<file path="src/sv/bglt_pkg.sv">
// Package for the battery gauge level tracker: payload structs, fixed sizes,
// register indexes and the controller state type. No dependencies.
`default_nettype none

package bglt_pkg;

  localparam int LEVEL_MAX   = 5;
  localparam int SAMPLE_BITS = 10;
  localparam int LEVEL_BITS  = 3;
  localparam int TIME_BITS   = 32;
  localparam int IVL_BITS    = 16;
  localparam int CFG_IDX_BITS  = 2;
  localparam int CFG_DATA_BITS = 16;

  // Dividend is the offset above the floor times the number of levels.
  localparam int NUM_BITS = SAMPLE_BITS + $clog2(LEVEL_MAX + 2);
  localparam int CNT_BITS = $clog2(NUM_BITS + 1);

  localparam logic [CFG_IDX_BITS-1:0] CFG_SAMPLE_FLOOR   = 2'd0;
  localparam logic [CFG_IDX_BITS-1:0] CFG_SAMPLE_CEILING = 2'd1;
  localparam logic [CFG_IDX_BITS-1:0] CFG_FRAME_INTERVAL = 2'd2;

  localparam logic [SAMPLE_BITS-1:0] FLOOR_RESET    = SAMPLE_BITS'(527);
  localparam logic [SAMPLE_BITS-1:0] CEILING_RESET  = SAMPLE_BITS'(620);
  localparam logic [IVL_BITS-1:0]    INTERVAL_RESET = IVL_BITS'(500);

  typedef struct packed {
    logic [TIME_BITS-1:0]   now_ms;
    logic                   charging;
    logic [SAMPLE_BITS-1:0] battery_sample;
  } in_item_t;

  typedef struct packed {
    logic                  changed;
    logic [LEVEL_BITS-1:0] gauge_level;
    logic                  visible;
    logic                  is_depleted;
  } out_item_t;

  typedef enum logic [1:0] {
    ST_IDLE,
    ST_DIV,
    ST_DONE
  } state_t;

endpackage

`default_nettype wire

</file>
<file path="src/sv/battery_gauge_level_tracker.sv">
// Battery gauge level tracker: maps a sample to a gauge level with a bit-serial
// restoring divider and applies the interval, blink and charging rules.
// Depends on bglt_pkg.
//
//   channel   direction  handshake            payload
//   in        to block   in_valid / in_stall  in_data (now_ms, charging, battery_sample)
//   out       from block out_valid / out_stall out_data (changed, gauge_level, visible,
//                                               is_depleted)
//   cfg       to block   cfg_valid / cfg_ready cfg_index, cfg_data
//
// A charging update, or one with the ceiling not above the floor, goes from
// acceptance straight to ST_DONE; any other first passes through ST_DIV, where
// the divider retires one quotient bit per cycle, before reaching ST_DONE.
// ST_DONE writes the result register once the output register is free, and the
// next update is accepted in the cycle after the result is written.
// One update is in work at a time; a result waiting in the output register does
// not block acceptance, only the write of the following result.
// Reset (rst, synchronous) restores register defaults, the gauge state and
// empties the output register. Configuration writes are always taken.
`default_nettype none

module battery_gauge_level_tracker (
  input  wire                             clk,
  input  wire                             rst,
  input  wire                             in_valid,
  output logic                            in_stall,
  input  bglt_pkg::in_item_t              in_data,
  output logic                            out_valid,
  input  wire                             out_stall,
  output bglt_pkg::out_item_t             out_data,
  input  wire                             cfg_valid,
  output logic                            cfg_ready,
  input  wire [bglt_pkg::CFG_IDX_BITS-1:0]  cfg_index,
  input  wire [bglt_pkg::CFG_DATA_BITS-1:0] cfg_data
);
  import bglt_pkg::*;

  localparam int DIV_BITS = SAMPLE_BITS;

  // Configuration registers.
  logic [SAMPLE_BITS-1:0] sample_floor;
  logic [SAMPLE_BITS-1:0] sample_ceiling;
  logic [IVL_BITS-1:0]    frame_interval_ms;

  // Gauge state.
  logic [TIME_BITS-1:0]  last_change_ms;
  logic [LEVEL_BITS-1:0] current_level;
  logic                  draw_phase;
  logic                  depleted_flag;

  // Captured update.
  logic [TIME_BITS-1:0]  now_ms;
  logic                  chg;
  logic                  below_floor;
  logic                  no_span;
  logic [DIV_BITS-1:0]   divisor;
  logic [NUM_BITS-1:0]   num;        // dividend, becomes the quotient
  logic [DIV_BITS-1:0]   rem;
  logic [CNT_BITS-1:0]   cnt;

  state_t state, state_next;
  logic   accept_in;
  logic   div_step;
  logic   finish;

  assign cfg_ready = 1'b1;
  assign accept_in = in_valid && !in_stall;

  always_ff @(posedge clk) begin
    if (rst) begin
      sample_floor      <= FLOOR_RESET;
      sample_ceiling    <= CEILING_RESET;
      frame_interval_ms <= INTERVAL_RESET;
    end else if (cfg_valid && cfg_ready) begin
      case (cfg_index)
        CFG_SAMPLE_FLOOR:   sample_floor      <= cfg_data[SAMPLE_BITS-1:0];
        CFG_SAMPLE_CEILING: sample_ceiling    <= cfg_data[SAMPLE_BITS-1:0];
        CFG_FRAME_INTERVAL: frame_interval_ms <= cfg_data[IVL_BITS-1:0];
        default: ;
      endcase
    end
  end

  // Controller.
  always_ff @(posedge clk) begin
    if (rst) begin
      state <= ST_IDLE;
    end else begin
      state <= state_next;
    end
  end

  always_comb begin
    state_next = state;
    case (state)
      ST_IDLE: begin
        if (accept_in) begin
          if (in_data.charging || (sample_ceiling <= sample_floor)) begin
            state_next = ST_DONE;
          end else begin
            state_next = ST_DIV;
          end
        end
      end
      ST_DIV: begin
        if (cnt == CNT_BITS'(NUM_BITS - 1)) begin
          state_next = ST_DONE;
        end
      end
      ST_DONE: begin
        if (!out_valid || !out_stall) begin
          state_next = ST_IDLE;
        end
      end
      default: state_next = ST_IDLE;
    endcase
  end

  always_comb begin
    in_stall = 1'b1;
    div_step = 1'b0;
    finish   = 1'b0;
    case (state)
      ST_IDLE: in_stall = 1'b0;
      ST_DIV:  div_step = 1'b1;
      ST_DONE: finish   = !out_valid || !out_stall;
      default: ;
    endcase
  end

  // Capture and serial division.
  logic [SAMPLE_BITS-1:0] above;
  logic [NUM_BITS-1:0]    above_ext;
  logic [DIV_BITS:0]      rem_shift;
  logic                   rem_ge;

  always_comb begin
    above     = (in_data.battery_sample < sample_floor) ? '0
                : in_data.battery_sample - sample_floor;
    above_ext = NUM_BITS'(above);
    rem_shift = {rem, num[NUM_BITS-1]};
    rem_ge    = rem_shift >= {1'b0, divisor};
  end

  always_ff @(posedge clk) begin
    if (accept_in) begin
      now_ms      <= in_data.now_ms;
      chg         <= in_data.charging;
      below_floor <= in_data.battery_sample < sample_floor;
      no_span     <= sample_ceiling <= sample_floor;
      divisor     <= sample_ceiling - sample_floor;
      num         <= NUM_BITS'(above_ext * NUM_BITS'(LEVEL_MAX + 1));
      rem         <= '0;
      cnt         <= '0;
    end else if (div_step) begin
      rem <= rem_ge ? DIV_BITS'(rem_shift - {1'b0, divisor}) : rem_shift[DIV_BITS-1:0];
      num <= {num[NUM_BITS-2:0], rem_ge};
      cnt <= cnt + CNT_BITS'(1);
    end
  end

  // Update rules, evaluated once the quotient is ready.
  logic [TIME_BITS-1:0]  elapsed;
  logic                  passed;
  logic [LEVEL_BITS-1:0] lvl;
  logic                  adopt;
  logic                  blink;
  logic [TIME_BITS-1:0]  last_next;
  logic [LEVEL_BITS-1:0] level_next;
  logic                  draw_next;
  logic                  dep_next;
  logic                  changed_next;

  always_comb begin
    elapsed = now_ms - last_change_ms;
    passed  = elapsed > TIME_BITS'(frame_interval_ms);
    if (no_span || (num > NUM_BITS'(LEVEL_MAX))) begin
      lvl = LEVEL_BITS'(LEVEL_MAX);
    end else begin
      lvl = num[LEVEL_BITS-1:0];
    end
    last_next    = last_change_ms;
    level_next   = current_level;
    draw_next    = draw_phase;
    dep_next     = depleted_flag;
    changed_next = 1'b0;
    adopt        = 1'b0;
    blink        = 1'b0;
    if (chg) begin
      draw_next = 1'b1;
      dep_next  = 1'b0;
      if (passed) begin
        level_next   = (current_level == LEVEL_BITS'(LEVEL_MAX)) ? '0
                       : current_level + LEVEL_BITS'(1);
        last_next    = now_ms;
        changed_next = 1'b1;
      end
    end else begin
      dep_next = below_floor;
      adopt    = (lvl != current_level) && passed;
      if (adopt) begin
        level_next   = lvl;
        last_next    = now_ms;
        changed_next = 1'b1;
      end
      if (level_next == '0) begin
        // A level adopted on this update resets the elapsed time to zero.
        blink = passed && !adopt;
        if (blink) begin
          draw_next    = !draw_phase;
          last_next    = now_ms;
          changed_next = 1'b1;
        end
      end else begin
        draw_next = 1'b1;
      end
    end
  end

  always_ff @(posedge clk) begin
    if (rst) begin
      last_change_ms <= '0;
      current_level  <= '0;
      draw_phase     <= 1'b1;
      depleted_flag  <= 1'b0;
    end else if (finish) begin
      last_change_ms <= last_next;
      current_level  <= level_next;
      draw_phase     <= draw_next;
      depleted_flag  <= dep_next;
    end
  end

  // Output register.
  always_ff @(posedge clk) begin
    if (rst) begin
      out_valid <= 1'b0;
    end else if (finish) begin
      out_valid <= 1'b1;
    end else if (!out_stall) begin
      out_valid <= 1'b0;
    end
  end

  always_ff @(posedge clk) begin
    if (finish) begin
      out_data.changed     <= changed_next;
      out_data.gauge_level <= level_next;
      out_data.visible     <= draw_next;
      out_data.is_depleted <= dep_next;
    end
  end

endmodule

`default_nettype wire

</file>
<file path="config.mk">
export PLATFORM = sky130hd
export DESIGN_NAME = battery_gauge_level_tracker
export DESIGN_NICKNAME = d
export VERILOG_FILES = /design/src/sv/bglt_pkg.sv /design/src/sv/battery_gauge_level_tracker.sv
export SDC_FILE = /design/constraint.sdc
export NUM_CORES = 1
export LEC_CHECK = 0
export ABC_AREA = 1
export BUFFER_PORTS_ARGS = -buffer_cell sky130_fd_sc_hd__buf_2
export CAP_MARGIN = 20
export CORE_AREA = 2 2 217 112
export DETAILED_ROUTE_END_ITERATION = 16
export DIE_AREA = 0 0 219 114
export PLACE_DENSITY_LB_ADDON = 0.1
export SLEW_MARGIN = 40
export SYNTH_ARGS = -nofsm -noshare
export SYNTH_HDL_FRONTEND = slang
export SYNTH_SLANG_ARGS = --single-unit
</file>
<file path="constraint.sdc">
create_clock -name clk -period 13.35 [get_ports clk]
set_input_delay 2.67 -clock clk [delete_from_list [all_inputs] [get_ports clk]]
set_output_delay 2.67 -clock clk [all_outputs]
set_load 0.05 [all_outputs]
</file>
* Word-level counts from Yosys, hierarchy flattened
Index checks and enable logic that the tools add are counted.
Widths: inputs -> output; s select.
** Cells by class
- Add/sub/neg operators :: 6
- $mul :: 1
- Magnitude comparators :: 5
- Equality and inequality tests :: 12
- Muxes and demuxes :: 33
- Reduce and logical (&&, ||, !) cells :: 19
** Operator list (number)
- $mux 32 :: 5
- $gt 32x16->1 :: 1
- $sub 32x32->32 :: 1
- $sub 10x10->10 :: 3
- $mux 13 :: 2
- $mux 10 :: 2
- $mux 3 :: 6
- $gt 13x3->1 const B :: 1
- $mux 1 :: 13
- $mul 10x2->12 const B :: 1
- $ge 11x10->1 :: 1
- $le 10x10->1 :: 1
- $lt 10x10->1 :: 1
- $mux 2 :: 4
- $reduce_and 2->1 :: 4
- $ne 2x2->1 const B :: 3
- $pmux 2 s3 :: 1
- $add 4x1->4 const B :: 1
- $eq 2x1->1 const B :: 2
- $eq 2x2->1 const B :: 2
- $eq 4x4->1 const B :: 1
- $logic_not 1->1 :: 4
- $logic_not 2->1 :: 2
- $ne 2x1->1 const B :: 2
- 8 further kinds :: 12
** Word-level totals
- Flip-flop bits (word level) :: 153
- Input bits :: 66
- Output and inout port bits :: 9
- Logic and storage cells :: 97

* Longest topological paths before layout
- Word-level depth :: 10
- Gate-level depth with buffers :: 36
- Depth with buffers taken out :: 36

* Worst setup path before layout
OpenSTA, ideal clock, no wires.
- Kind :: input to register
- From :: in in_data[0] (netlist name)
- To :: reg num[11] (data pin)
- Setup time :: 264 ps
- Arrival time :: 6320 ps
- Required time :: 13086 ps
- Path slack :: 6766 ps
- Cell stages on the path :: 34
- Buffers on the path :: 0
- Cells stage by stage :: inv_1 ha_1 inv_1 fa_1 nand2_1 nand2_1 a21oi_1 or2_2 nand2_1 nand2_1 nand2_1 nand2_1 nand2_1 a21oi_1 or2_2 nand2_1 a21oi_1 inv_1 nand3_1 inv_1 ha_1 inv_1 o31ai_1 a21oi_1 o21ai_0 nand2_1 nand2_1 a21oi_1 nor2_1 nor2_1 o21bai_1 nand2_1 nand3_1 nand2_1
** Between the ends
- Longest elaborated chain between the ends :: 4
- Elaborated cells on any way between the ends :: 5
- Those cells by class :: add/sub (1); mul (1); order compare (1); mux (2)
** Ends and longest elaborated chain
- from (decl) :: RTL line battery_gauge_level_tracker.sv:27 : input bglt_pkg::in_item_t in_data,
- $sub 10x10->10 or $lt 10x10->1 (tied branches) :: RTL line battery_gauge_level_tracker.sv:139, battery_gauge_level_tracker.sv:138
- $mux 10 (*) :: RTL line battery_gauge_level_tracker.sv:138 : above = (in_data.battery_sample < sample_floor) ? '0
- $mul 10x2->12 (*) :: RTL line battery_gauge_level_tracker.sv:152 : num <= NUM_BITS'(above_ext * NUM_BITS'(LEVEL_MAX + 1));
- $mux 13 (*) :: RTL line battery_gauge_level_tracker.sv:146 : if (accept_in) begin
- to (signal assigned) :: RTL line battery_gauge_level_tracker.sv:152
- to (signal assigned) :: RTL line battery_gauge_level_tracker.sv:157 : num <= {num[NUM_BITS-2:0], rem_ge};
- to (decl) :: RTL line battery_gauge_level_tracker.sv:57 : logic [NUM_BITS-1:0] num;
Mark *: on every way between the ends. The rest lies on a longest branch, timed or not.
A chain may end at the register's enable or synchronous reset.

* Worst setup path in the final report
Ends and elaborated chain as after synthesis.

==> impl_results.md <==
* Result of the run: complete, no violations
* Vias after detailed routing at 8945
* Endpoint type of the worst setup path: register
* CTS H-tree depth at 4
* Reg-to-Reg End: num[11]
* Worst Setup Slack, final at 6.494 ns
* Relative max-transition margin at 0.3703
* Number of antenna cells inserted at 0
* CTS Root Cell: clkbuf_16
* Skew-Pair Late Insertion Delay at 0.45 ns
* Required time of the critical path at 13.56 ns
* Vias in the first global route at 7953
* HPWL after detailed placement at 21020 um
* Max clock buf depth at 2
* Final critical-path required period at 6.856 ns
* Largest net degree at the start of global routing at 70
* First-pass GRT wire length at 43440 um
* Max-cap violation count at 0
* Antenna violations before repair at 0
* Crit path to: num[11]
* Synth unique cells at 44
* Pre-CTS setup slack at 6.079 ns
* Beginning of the worst register-to-register path: sample_floor[0]
* IO Count at 75
* Power Total at 2288 uW
* Synth Warn # at 0
* Post-synth net total at 1628
* Post-synth top area share at 0.1836
* Count of cells resized by post-cts repair at 0
* Crit-path max FO at 8
* Top FF cell, synth: dfxtp_1
* Average cell area after synthesis at 7.023 sq um
* Die area at 24970 sq um
* Power density over the cells at 196.9 nW/um^2
* Post-synth EDFFs at 63
* Area after DPL at 10970 sq um
* Maximum vdd drop at 0.09831 mV
* Share of the clock period used by the worst path after layout at 0.5136
* Cell taking the most area after synthesis: edfxtp_1
* Die X-Extent at 219 um
* Count of final setup violators at 0
* Pins Over Slew Limit at 0
* Gp weighted congestion at 0.9188
* Final Cell Area at 11620 sq um
* GRT overflow at 0
* Aggregate routed wire length at 27000 um
* Worst setup path startpoint: in_data[0]
* Clock buffers created by TritonCTS at 17
* # hold bufs at CTS at 0
* Post-Route Utilization at 0.4983
* Synthesis-to-layout area growth at 12.80%
* Detailed-router iteration count before antenna repair at 5
* Remaining antenna violation count at 0
* First-iteration detailed-routing DRC count at 716
* Sequential share of the synthesized area at 0.3585
* Total standard cell area after synthesis at 10300 sq um
* Tightest Pin Transition at 0.9347 ns
* Overall Global Routing Usage at 0.2286
* Top cells by count, synth: 408 x nand2_1, 268 x inv_1, 151 x nor2_1
* Number of placement rows at 40
* Post-Syn Instances at 1467
* Count of port buffers added during placement at 73
* CTS tree: yes
* Maximum single-stage delay on the critical path at 0.38 ns
* Cell with the most instances after synthesis: nand2_1
* Critical path arrival at 7.07 ns
* Layout cells sized above 1 at 0.1057
* RSZ-0062 raised after global routing: false
* Maximum operating frequency at 0.1459 GHz
* Drt drc at 0
* Asr flop ratio synth at 0
* Die height at 114 um
* Nets@finish at 1700
* Lkg Pwr at 0.006050 uW
* Most prevalent standard cell on the critical path: nand2_1
* Sinks on Clock Net at 153
* Reg2reg setup slack at 8.34 ns
* Hold Crit Class: register to register
* Floorplan Core Area at 23320 sq um
* Startpoint class of the critical path: input pin
* Cell types with the largest area share after synthesis: edfxtp_1 18%, dfxtp_1 17%, nand2_1 15%, ha_1 11%, inv_1 9.8%
* Drt wl/cell at 14.46 um
* Category of the most critical setup path: input pin to register
* Setup fix buffers added after clock tree synthesis at 0
* Ratio of routed vias to standard cells at 4.791
* Slowest cell on crit path: fa_1
* Total Neg Setup Slack at 0 ns
* Final hold violations at 0
* Worst-case reg-to-reg path depth at 33
* Clock tree skew after final layout at 0.009763 ns
* Clock slew at reported path FFs at 0.06 ns
* Initial Utilization at 0.4417
* Flip-flop and latch count after synthesis at 153
[power breakdown]
group          internal [uW]  switching, uW
Combinational            360            725
Sequential               610           57.6
Clock                    330            204
[area by class of cell]
class | instances | area, sq um
clock buffer | 19 | 432.9
fill | 2363 | 11700
inverter | 277 | 1041
tap | 315 | 394.1
clock inverter | 13 | 200.2
sequential | 153 | 3694
timing repair buffer | 79 | 422.9
multi-input combinational | 1011 | 5436
[worst max-delay path: cells and delay by family]
family	cells	cell delay [ns]
AND/OR/NAND/NOR	18	1.50
AO/OA/AOI/OAI	8	1.50
adder cells (fa/ha/maj)	3	0.83
buffers and inverters	6	0.57
[kinds of logic after synthesis]
group | Yosys count | share of synthesized area
buffers and inverters | 303 | 0.1138
DFF | 153 | 0.3585
and+or+nand+nor | 705 | 0.2866
other | 1 | 0.0003640
xor gates and xnor gates | 34 | 0.02890
AOI/OAI and AO/OA | 176 | 0.09279
adders and majority gates | 95 | 0.1190
[layout by cell type, fill, tap and decap left out, types with 6 or more instances in the layout]
| master | instances |
|---|---|
| nand2_2 | 30 |
| buf_2 | 73 |
| edfxtp_1 | 63 |
| nor2_1 | 151 |
| ha_1 | 90 |
| nand3_1 | 61 |
| a21oi_1 | 82 |
| xor2_1 | 29 |
| or2_2 | 6 |
| o211ai_1 | 11 |
| dfxtp_1 | 90 |
| clkbuf_16 | 17 |
| nand2_1 | 408 |
| nand4_1 | 7 |
| inv_2 | 8 |
| o21ai_0 | 63 |
| inv_1 | 268 |
| nor3_1 | 15 |
| and2_1 | 6 |
[worst min path at each step]
stage,start,end,slack (ns),depth (start not counted)
6_report,sample_ceiling[0],sample_ceiling[0],0.47,2
5_1_grt,frame_interval_ms[1],frame_interval_ms[1],0.49,2
4_1_cts,sample_ceiling[0],sample_ceiling[0],0.47,2
3_5_place_dp,sample_ceiling[0],sample_ceiling[0],0.46,2
3_3_place_gp,sample_ceiling[3],sample_ceiling[3],0.45,2
2_1_floorplan,sample_ceiling[2],sample_ceiling[2],0.43,2
[registers in the layout, summed over array words and instances (netlist names), 6 cells and up]
name	flops
num	13
last_change_ms	32
frame_interval_ms	16
sample_ceiling	10
divisor	10
rem	10
now_ms	32
out_data	6
sample_floor	10
[metal layers]
layer  routed length (um)  global-route usage
met1                15920              0.3918
met2                 8653              0.2643
met3                 2147             0.05493
met4                  279             0.05721
met5                    0                   0
[metrics by stage]
step,cells,hold WS [ns]
2_1_floorplan,1467,0.4329
3_3_place_gp,1834,0.4479
3_5_place_dp,1834,0.4578
4_1_cts,1866,0.4663
5_1_grt,1867,0.4857
6_report,1867,0.4660
(Power assumes the default switching activity.)
